File: config.mk
export PLATFORM = sky130hd
export DESIGN_NAME = priority_dependency_dispatcher
export DESIGN_NICKNAME = d
export VERILOG_FILES = /design/src/hdl/pdd_pkg.sv /design/src/hdl/pdd_task_cell.sv /design/src/hdl/pdd_sort_cell.sv /design/src/hdl/priority_dependency_dispatcher.sv
export SDC_FILE = /design/constraint.sdc
export NUM_CORES = 2
export LEC_CHECK = 0
export BUFFER_PORTS_ARGS = -buffer_cell sky130_fd_sc_hd__clkbuf_2
export CAP_MARGIN = 20
export CORE_ASPECT_RATIO = 2
export CORE_UTILIZATION = 65
export CTS_BUF_LIST = sky130_fd_sc_hd__clkbuf_16
export CTS_CLUSTER_DIAMETER = 200
export DETAILED_ROUTE_END_ITERATION = 8
export PLACE_DENSITY_LB_ADDON = 0.2
export SLEW_MARGIN = 5
export SYNTH_ARGS = -nofsm -noshare
export SYNTH_HDL_FRONTEND = slang
export SYNTH_HIERARCHICAL = 1
export SYNTH_SLANG_ARGS = --single-unit
export TNS_END_PERCENT = 5
File: constraint.sdc
create_clock -name clk -period 7.75 [get_ports clk]
set_input_delay 0.3875 -clock clk [delete_from_list [all_inputs] [get_ports clk]]
set_output_delay 0.3875 -clock clk [all_outputs]
set_load 0.01 [all_outputs]
File: src/hdl/pdd_pkg.sv
package pdd_pkg;

	// default sizes
	localparam int MAX_TASKS_DEF     = 16;
	localparam int PRIORITY_BITS_DEF = 8;

	// fixed field widths
	localparam int DEP_W  = 16;
	localparam int IDX_W  = 4;
	localparam int PRIO_W = 8;
	localparam int CFG_W  = 5;
	localparam int PEND_W = 5;

	// request codes
	localparam logic [1:0] REQ_LOAD  = 2'd0;
	localparam logic [1:0] REQ_START = 2'd1;
	localparam logic [1:0] REQ_DONE  = 2'd2;

	// result kinds
	localparam logic [1:0] KIND_DISPATCH = 2'd0;
	localparam logic [1:0] KIND_ALLDONE  = 2'd1;
	localparam logic [1:0] KIND_STALL    = 2'd2;
	localparam logic [1:0] KIND_BAD      = 2'd3;

	// task status codes
	localparam logic [1:0] ST_WAIT = 2'd0;
	localparam logic [1:0] ST_RUN  = 2'd1;
	localparam logic [1:0] ST_DONE = 2'd2;

	typedef struct packed {
		logic [1:0]        req_type;
		logic [IDX_W-1:0]  task_index;
		logic [PRIO_W-1:0] priority_req;
		logic [DEP_W-1:0]  dep_mask;
	} req_t;

	typedef struct packed {
		logic [1:0]        kind;
		logic [IDX_W-1:0]  task_index_res;
		logic [PRIO_W-1:0] task_priority;
		logic              last;
	} res_t;

	// broadcast to every task cell
	typedef struct packed {
		logic              load;
		logic              start;
		logic              finish;
		logic [IDX_W-1:0]  idx;
		logic [DEP_W-1:0]  deps;
	} task_cmd_t;

	// control of the ordered dispatch chain
	typedef struct packed {
		logic ins;
		logic pop;
	} sort_ctl_t;

endpackage

File: src/hdl/pdd_task_cell.sv
module pdd_task_cell import pdd_pkg::*; #(
	parameter int CELL_ID       = 0,
	parameter int PRIORITY_BITS = PRIORITY_BITS_DEF
) (
	input  logic                     clk,
	input  logic                     arst_n,
	input  task_cmd_t                cmd,
	input  logic [PRIORITY_BITS-1:0] prio_in,
	input  logic                     active,
	input  logic [DEP_W-1:0]         vm,
	input  logic                     pick,
	output logic                     fresh,
	output logic                     sel_run,
	output logic [PRIORITY_BITS-1:0] prio
);

	logic [DEP_W-1:0]         dep_q;
	logic [PRIORITY_BITS-1:0] prio_q;
	logic [PEND_W-1:0]        pend_q;
	logic [1:0]               status_q;
	logic                     fresh_q;
	logic                     hit;
	logic [PEND_W-1:0]        cnt;

	// this cell addressed by the request
	assign hit = (int'(cmd.idx) == CELL_ID);

	// unmet dependencies inside the graph
	assign cnt = PEND_W'($countones(dep_q & vm));

	assign fresh   = fresh_q;
	assign sel_run = hit && (status_q == ST_RUN);
	assign prio    = prio_q;

	// task state update
	always_ff @(posedge clk or negedge arst_n) begin
		if (!arst_n) begin
			dep_q    <= '0;
			prio_q   <= '0;
			pend_q   <= '0;
			status_q <= ST_WAIT;
			fresh_q  <= 1'b0;
		end else begin
			if (cmd.load && hit) begin
				dep_q  <= cmd.deps;
				prio_q <= prio_in;
			end
			if (cmd.start) begin
				status_q <= ST_WAIT;
				pend_q   <= active ? cnt : '0;
				fresh_q  <= active && (cnt == '0);
			end else if (cmd.finish) begin
				if (hit) begin
					status_q <= ST_DONE;
				end else if (status_q == ST_WAIT && dep_q[cmd.idx] && pend_q != '0) begin
					pend_q <= pend_q - PEND_W'(1);
					if (pend_q == PEND_W'(1)) begin
						fresh_q <= 1'b1;
					end
				end
			end else if (pick) begin
				fresh_q  <= 1'b0;
				status_q <= ST_RUN;
			end
		end
	end

endmodule

File: src/hdl/pdd_sort_cell.sv
module pdd_sort_cell import pdd_pkg::*; #(
	parameter int IW            = 4,
	parameter int PRIORITY_BITS = PRIORITY_BITS_DEF
) (
	input  logic                     clk,
	input  logic                     arst_n,
	input  sort_ctl_t                ctl,
	input  logic [IW-1:0]            key_idx,
	input  logic [PRIORITY_BITS-1:0] key_prio,
	input  logic                     prev_ahead,
	input  logic                     prev_valid,
	input  logic [IW-1:0]            prev_idx,
	input  logic [PRIORITY_BITS-1:0] prev_prio,
	input  logic                     next_valid,
	input  logic [IW-1:0]            next_idx,
	input  logic [PRIORITY_BITS-1:0] next_prio,
	output logic                     valid,
	output logic [IW-1:0]            idx,
	output logic [PRIORITY_BITS-1:0] prio,
	output logic                     ahead
);

	logic                     valid_q;
	logic [IW-1:0]            idx_q;
	logic [PRIORITY_BITS-1:0] prio_q;

	// new key ranks behind this entry (ties keep the earlier, lower index)
	assign ahead = valid_q && (prio_q >= key_prio);

	assign valid = valid_q;
	assign idx   = idx_q;
	assign prio  = prio_q;

	// insert with shift toward the tail, or pop toward the head
	always_ff @(posedge clk or negedge arst_n) begin
		if (!arst_n) begin
			valid_q <= 1'b0;
			idx_q   <= '0;
			prio_q  <= '0;
		end else if (ctl.ins) begin
			if (!ahead) begin
				if (prev_ahead) begin
					valid_q <= 1'b1;
					idx_q   <= key_idx;
					prio_q  <= key_prio;
				end else begin
					valid_q <= prev_valid;
					idx_q   <= prev_idx;
					prio_q  <= prev_prio;
				end
			end
		end else if (ctl.pop) begin
			valid_q <= next_valid;
			idx_q   <= next_idx;
			prio_q  <= next_prio;
		end
	end

endmodule

File: src/hdl/priority_dependency_dispatcher.sv
// Dependency-driven task dispatcher. Load beats store a task's priority and
// dependency mask; a start beat counts every task's unmet dependencies and
// dispatches the free ones; a completion beat retires a running task and
// dispatches the tasks it frees. Tasks freed by one beat come out highest
// priority first, lower index first on a tie, the last one flagged. A load
// gives no result. A start or completion first updates the row of task
// cells, then inserts each freed task into the ordered dispatch chain, then
// sees the freed set empty, and then sends one dispatch beat per freed task;
// with nothing freed it ends there, or with an all-done or stall beat. A bad
// request gives a bad-request beat. The chain has a single insertion port,
// so freed tasks enter it one at a time. Output stall holds the beats back.
module priority_dependency_dispatcher import pdd_pkg::*; #(
	parameter int MAX_TASKS     = MAX_TASKS_DEF,
	parameter int PRIORITY_BITS = PRIORITY_BITS_DEF
) (
	input  logic             clk,
	input  logic             arst_n,
	input  logic             req_valid,
	output logic             req_stall,
	input  req_t             req,
	output logic             res_valid,
	input  logic             res_stall,
	output res_t             res,
	input  logic             cfg_valid,
	output logic             cfg_ready,
	input  logic [CFG_W-1:0] cfg_data
);

	localparam int IW = $clog2(MAX_TASKS);
	localparam int CW = $clog2(MAX_TASKS + 1);
	localparam int NW = (CW > CFG_W) ? CW : CFG_W;

	localparam logic [1:0] S_IDLE = 2'd0;
	localparam logic [1:0] S_INS  = 2'd1;
	localparam logic [1:0] S_POP  = 2'd2;
	localparam logic [1:0] S_FIN  = 2'd3;

	logic [1:0]               state_q;
	logic [CFG_W-1:0]         task_count_q;
	logic                     run_q;
	logic [CW-1:0]            finished_q;
	logic [CW-1:0]            running_q;
	logic [1:0]               fin_kind_q;
	logic                     res_valid_q;
	res_t                     res_q;

	logic [NW-1:0]            tc_w;
	logic [NW-1:0]            n_w;
	logic                     idx_ok;
	logic                     all_done;
	logic                     acc;
	logic                     go_load;
	logic                     go_start;
	logic                     go_fin;
	logic                     go_bad;
	logic                     out_free;
	logic                     ins_fire;
	logic                     pop_fire;
	logic                     fin_fire;
	task_cmd_t                cmd;
	sort_ctl_t                sctl;
	logic [PRIORITY_BITS-1:0] load_prio;

	logic [MAX_TASKS-1:0]     active;
	logic [DEP_W-1:0]         vm;
	logic [MAX_TASKS-1:0]     fresh_vec;
	logic [MAX_TASKS-1:0]     sel_run_vec;
	logic [MAX_TASKS-1:0]     pick_vec;
	logic [PRIORITY_BITS-1:0] tprio [MAX_TASKS];
	logic [IW-1:0]            pick_idx;
	logic [PRIORITY_BITS-1:0] pick_prio;

	logic                     s_valid [MAX_TASKS];
	logic [IW-1:0]            s_idx   [MAX_TASKS];
	logic [PRIORITY_BITS-1:0] s_prio  [MAX_TASKS];
	logic                     s_ahead [MAX_TASKS];

	// effective task count, clamped to 1..MAX_TASKS
	always_comb begin
		tc_w = NW'(task_count_q);
		if (tc_w == '0) begin
			n_w = NW'(1);
		end else if (tc_w > NW'(MAX_TASKS)) begin
			n_w = NW'(MAX_TASKS);
		end else begin
			n_w = tc_w;
		end
	end

	assign idx_ok   = NW'(req.task_index) < n_w;
	assign all_done = NW'(finished_q) >= n_w;

	// per-task and per-mask-bit range flags
	for (genvar j = 0; j < MAX_TASKS; j++) begin : g_active
		assign active[j] = NW'(j) < n_w;
	end
	for (genvar k = 0; k < DEP_W; k++) begin : g_vm
		assign vm[k] = NW'(k) < n_w;
	end

	// request decode
	assign req_stall = (state_q != S_IDLE);
	assign acc       = req_valid && !req_stall;
	assign go_load   = acc && req.req_type == REQ_LOAD && !run_q && idx_ok;
	assign go_start  = acc && req.req_type == REQ_START && !run_q;
	assign go_fin    = acc && req.req_type == REQ_DONE && run_q && idx_ok && (|sel_run_vec);
	assign go_bad    = acc && !(go_load || go_start || go_fin);

	always_comb begin
		cmd.load   = go_load;
		cmd.start  = go_start;
		cmd.finish = go_fin;
		cmd.idx    = req.task_index;
		cmd.deps   = req.dep_mask;
	end

	assign load_prio = PRIORITY_BITS'(req.priority_req);

	// lowest-index freed task goes into the chain next
	assign pick_vec = fresh_vec & (~fresh_vec + MAX_TASKS'(1));
	assign ins_fire = (state_q == S_INS) && (|fresh_vec);

	always_comb begin
		pick_idx  = '0;
		pick_prio = '0;
		for (int j = 0; j < MAX_TASKS; j++) begin
			if (pick_vec[j]) begin
				pick_idx  = pick_idx | IW'(j);
				pick_prio = pick_prio | tprio[j];
			end
		end
	end

	// output handshake
	assign out_free = !res_valid_q || !res_stall;
	assign pop_fire = (state_q == S_POP) && out_free && s_valid[0];
	assign fin_fire = (state_q == S_FIN) && out_free;

	always_comb begin
		sctl.ins = ins_fire;
		sctl.pop = pop_fire;
	end

	// row of task cells
	for (genvar j = 0; j < MAX_TASKS; j++) begin : g_task
		pdd_task_cell #(
			.CELL_ID       (j),
			.PRIORITY_BITS (PRIORITY_BITS)
		) u_task (
			.clk     (clk),
			.arst_n  (arst_n),
			.cmd     (cmd),
			.prio_in (load_prio),
			.active  (active[j]),
			.vm      (vm),
			.pick    (ins_fire && pick_vec[j]),
			.fresh   (fresh_vec[j]),
			.sel_run (sel_run_vec[j]),
			.prio    (tprio[j])
		);
	end

	// ordered dispatch chain, head at cell 0
	for (genvar i = 0; i < MAX_TASKS; i++) begin : g_sort
		logic                     p_ahead;
		logic                     p_valid;
		logic [IW-1:0]            p_idx;
		logic [PRIORITY_BITS-1:0] p_prio;
		logic                     n_valid;
		logic [IW-1:0]            n_idx;
		logic [PRIORITY_BITS-1:0] n_prio;

		if (i == 0) begin : g_head
			assign p_ahead = 1'b1;
			assign p_valid = 1'b0;
			assign p_idx   = '0;
			assign p_prio  = '0;
		end else begin : g_mid
			assign p_ahead = s_ahead[i-1];
			assign p_valid = s_valid[i-1];
			assign p_idx   = s_idx[i-1];
			assign p_prio  = s_prio[i-1];
		end

		if (i == MAX_TASKS - 1) begin : g_tail
			assign n_valid = 1'b0;
			assign n_idx   = '0;
			assign n_prio  = '0;
		end else begin : g_body
			assign n_valid = s_valid[i+1];
			assign n_idx   = s_idx[i+1];
			assign n_prio  = s_prio[i+1];
		end

		pdd_sort_cell #(
			.IW            (IW),
			.PRIORITY_BITS (PRIORITY_BITS)
		) u_sort (
			.clk        (clk),
			.arst_n     (arst_n),
			.ctl        (sctl),
			.key_idx    (pick_idx),
			.key_prio   (pick_prio),
			.prev_ahead (p_ahead),
			.prev_valid (p_valid),
			.prev_idx   (p_idx),
			.prev_prio  (p_prio),
			.next_valid (n_valid),
			.next_idx   (n_idx),
			.next_prio  (n_prio),
			.valid      (s_valid[i]),
			.idx        (s_idx[i]),
			.prio       (s_prio[i]),
			.ahead      (s_ahead[i])
		);
	end

	// sequencer, run counters and configuration register
	always_ff @(posedge clk or negedge arst_n) begin
		if (!arst_n) begin
			state_q      <= S_IDLE;
			task_count_q <= CFG_W'(16);
			run_q        <= 1'b0;
			finished_q   <= '0;
			running_q    <= '0;
			fin_kind_q   <= KIND_BAD;
		end else begin
			if (cfg_valid && !run_q) begin
				task_count_q <= cfg_data;
			end
			unique case (state_q)
				S_IDLE: begin
					if (go_start) begin
						finished_q <= '0;
						running_q  <= '0;
						run_q      <= 1'b1;
						state_q    <= S_INS;
					end else if (go_fin) begin
						finished_q <= finished_q + CW'(1);
						running_q  <= running_q - CW'(1);
						state_q    <= S_INS;
					end else if (go_bad) begin
						fin_kind_q <= KIND_BAD;
						state_q    <= S_FIN;
					end
				end
				S_INS: begin
					priority if (ins_fire) begin
						running_q <= running_q + CW'(1);
					end else if (s_valid[0]) begin
						state_q <= S_POP;
					end else if (all_done) begin
						fin_kind_q <= KIND_ALLDONE;
						run_q      <= 1'b0;
						state_q    <= S_FIN;
					end else if (running_q == '0) begin
						fin_kind_q <= KIND_STALL;
						run_q      <= 1'b0;
						state_q    <= S_FIN;
					end else begin
						state_q <= S_IDLE;
					end
				end
				S_POP: begin
					if (pop_fire && !s_valid[1]) begin
						state_q <= S_IDLE;
					end
				end
				S_FIN: begin
					if (fin_fire) begin
						state_q <= S_IDLE;
					end
				end
			endcase
		end
	end

	// output register valid
	always_ff @(posedge clk or negedge arst_n) begin
		if (!arst_n) begin
			res_valid_q <= 1'b0;
		end else if (out_free) begin
			res_valid_q <= pop_fire || fin_fire;
		end
	end

	// output register beat
	always_ff @(posedge clk) begin
		if (pop_fire) begin
			res_q.kind           <= KIND_DISPATCH;
			res_q.task_index_res <= IDX_W'(s_idx[0]);
			res_q.task_priority  <= PRIO_W'(s_prio[0]);
			res_q.last           <= !s_valid[1];
		end else if (fin_fire) begin
			res_q.kind           <= fin_kind_q;
			res_q.task_index_res <= '0;
			res_q.task_priority  <= '0;
			res_q.last           <= 1'b1;
		end
	end

	assign res_valid = res_valid_q;
	assign res       = res_q;
	assign cfg_ready = 1'b1;

endmodule

==> results.yml <==
run_status:
  status: "finished with violations"
  violations: "design-rule violations"
power_and_ir_drop:
  powerDensity_mw_per_mm2: 294
  power.internal_mw: 9.82
  p_sw_share_pct: 44.3
  power.switching_mw: 7.81
  ir_drop_mv: 0.255
  leakage_nw: 29.8
  p_total_mw: 17.6
  clock_power_share_pct: 19.8
  seq_power_share_pct: 30.5
  power_frac_comb_pct: 49.8
worst_setup_path:
  cp_slowest_cell: "or2_2"
  critPathCaptureType: "register"
  crit_path_frequent_cell: "ha_1"
  path_buf_inv: 5
  start_kind: "register"
  r2r_start: "task_count_q[4]$_DFFE_PN1P_"
  r2r_setup_slack_ps: 1150
  crit_family: "adder cells"
  rr_worst_depth: 20
  worst-setup-path-type: "register to register"
  worstReg2RegEnd: "g_task[6].u_task/pend_q[4]$_DFFE_PN0P_"
  critical_path.endpoint: "g_task[6].u_task/pend_q[4]$_DFFE_PN0P_"
  critPathRequiredTime_ps: 8310
  crit_chain: "buf_4 -> or3_1 -> buf_4 -> or2_2 -> nand2_1 -> fa_1 -> inv_1 -> ha_1 -> ha_1 -> ha_1 -> ha_1 -> inv_1 -> fa_1 -> inv_1 -> fa_1 -> a21o_1 -> a21oi_1 -> xor2_1 -> o22ai_1 -> mux2_4"
  startpoint: "task_count_q[4]$_DFFE_PN1P_"
  cp.arrival_ps: 7170
  worst-path-stages: 20
  cp_max_fo: 24
  max_stage_delay_ps: 870
die:
  fp-row-count: 151
  io_pins: 58
  die_h_um: 417
  initial_core_util_pct: 65.9
  core_area_sq_mm: 0.0848
  die_w_um: 209
  die_area_sq_mm: 0.0872
clock_network:
  clock_path_buffers: 3
  cts.clk_slew.worst_paths_ps: 70
  cts_root_buffer: "clkbuf_16"
  cts_tree: "yes"
  cts_sinks: 756
  clock_latency_ps: 710
  cts_max_level: 3
  numCtsBuffers: 73
sta:
  finalSetupViolations: 0
  slew_headroom_pct: 17.3
  final_max_slew_viol_count: 0
  whs_ps: 73.8
  fin_worst_skew_ps: 33.9
  fin_crit_ps: 6600
  rsz0062_at_grt: "false"
  hold_viol: 0
  fmax_mhz: 151
  setup_tns_ps: 0
  finalCritPeriodShare_pct: 85.2
  worst_pin_slew_ps: 1240
synthesis:
  synthCells: 5186
  yosysWarningCount: 6
  syn_area_sq_mm: 0.0559
  synth_area_per_cell_sq_um: 10.8
routing:
  viasPerCell: 6.68
  wl_um: 168000
  route.detailed.drc: 3
  wl_per_cell_um: 26.4
  vias: 42449
  dr.pass1.iters: 9
  ant_nets: 0
  first_iter_violations: 2957
flow_run:
  drv_cap: 0
global_route:
  grt_pass1_wl_um: 257000
  grt_pass1_vias: 44813
  grt_overflow: 0
  grt_max_degree: 194
  antenna_found_initial: 11
  gr-usage-all-layers_pct: 39.0
worst_hold_path:
  worstHoldPathType: "primary input to register"
final_layout:
  drive_above_1_share_pct: 19.5
  layout_common_cells: "dfrtp_1 (738), inv_1 (597), nand2_1 (503)"
  fillerInstances: 6268
  final_common_cell: "dfrtp_1"
  area_delta_synth_final_pct: 7.14
  finalNetCount: 5819
  regArea_sq_mm: 0.0190
  multiInputGateArea_sq_mm: 0.0339
placement:
  portBuffers: 56
  post-dp-hpwl_um: 116000
  finalWeightedCongestion: 0.945
-- timing repair --
item,4_1_cts,5_1_grt
gates resized for setup,0,0
endpoints found under the hold margin,93,0
endpoints found under the setup margin,0,0
hold buffers,6,0
setup buffers,0,0
-- power by group through the flow --
stage | Combinational (mW) | Clock [mW] | Sequential [mW]
6_report | 8.77 | 3.49 | 5.37
5_1_grt | 9.35 | 3.66 | 5.44
4_1_cts | 8.60 | 3.52 | 5.35
3_5_place_dp | 8.56 | 0 | 5.42
3_3_place_gp | 8.35 | 0 | 5.40
2_1_floorplan | 6.37 | 0 | 5.10
-- metal layers --
metal	vias to the layer above	share of wire [%]	track usage (%)
met1	21348	32	38.0
met4	6	11	37.4
li1	18588	-	-
met5	-	0.021	0
met3	832	6.4	8.64
met2	1675	50	67.5
-- worst register-to-register path, stage by stage, from the launching register on --
cell	delay [ps]
dfstp_2	530
buf_4	460
or3_1	210
buf_4	420
or2_2	870
nand2_1	220
fa_1	550
inv_1	40
ha_1	190
ha_1	270
ha_1	300
ha_1	280
inv_1	50
fa_1	540
inv_1	70
fa_1	450
a21o_1	180
a21oi_1	180
xor2_1	230
o22ai_1	120
mux2_4	290
-- area by class of cell --
| type | count | area share (%) |
|---|---|---|
| multi-input combinational | 3662 | 56.6 |
| sequential | 756 | 31.7 |
| inverter | 581 | 3.65 |
| clock buffer | 74 | 3.09 |
| tap | 1071 | 2.24 |
| timing repair buffer | 149 | 2.11 |
| clock inverter | 59 | 0.593 |
| antenna | 6 | 0.0251 |
-- sequential cells by signal, indices dropped and copies added, names as in the netlist --
| name | flops |
|---|---|
| g_sort.u_sort/valid | 16 |
| finished_q | 5 |
| g_task.u_task/fresh | 16 |
| g_sort.u_sort/idx | 64 |
| res_valid | 1 |
| g_sort.u_sort/prio | 128 |
| state_q | 2 |
| g_task.u_task/status_q | 32 |
| task_count_q | 5 |
| res | 15 |
| running_q | 5 |
| g_task.u_task/dep_q | 256 |
| g_task.u_task/prio | 128 |
| fin_kind_q | 2 |
| g_task.u_task/pend_q | 80 |
| run_q | 1 |
-- per-stage QoR --
step           utilization (%)  area (sq um)  cells  setup slack, ps
2_1_floorplan                -         56100   5231             2640
3_3_place_gp              67.6         57300   6201             1500
3_5_place_dp              67.7         57400   6204             1350
4_1_cts                   70.4         59700   6343             1310
5_1_grt                   70.6         59900   6355              946
6_report                  70.6         59900   6358             1150
-- worst min path at each step --
| stage | startpoint | to | slack [ps] | depth (start not counted) |
|---|---|---|---|---|
| after CTS | res_stall | res_valid$_DFFE_PN0N_ | 70 | 3 |
| after global placement | running_q[4]$_DFFE_PN0P_ | running_q[4]$_DFFE_PN0P_ | 470 | 1 |
| after global routing | res_stall | res_valid$_DFFE_PN0N_ | 90 | 3 |
| after detailed placement | running_q[4]$_DFFE_PN0P_ | running_q[4]$_DFFE_PN0P_ | 470 | 1 |
| final | res_stall | res_valid$_DFFE_PN0N_ | 70 | 3 |
| after floorplan | arst_n | finished_q[0]$_DFFE_PN0P_ | 90 | 0 |
Power figures use the tool's default switching activity.
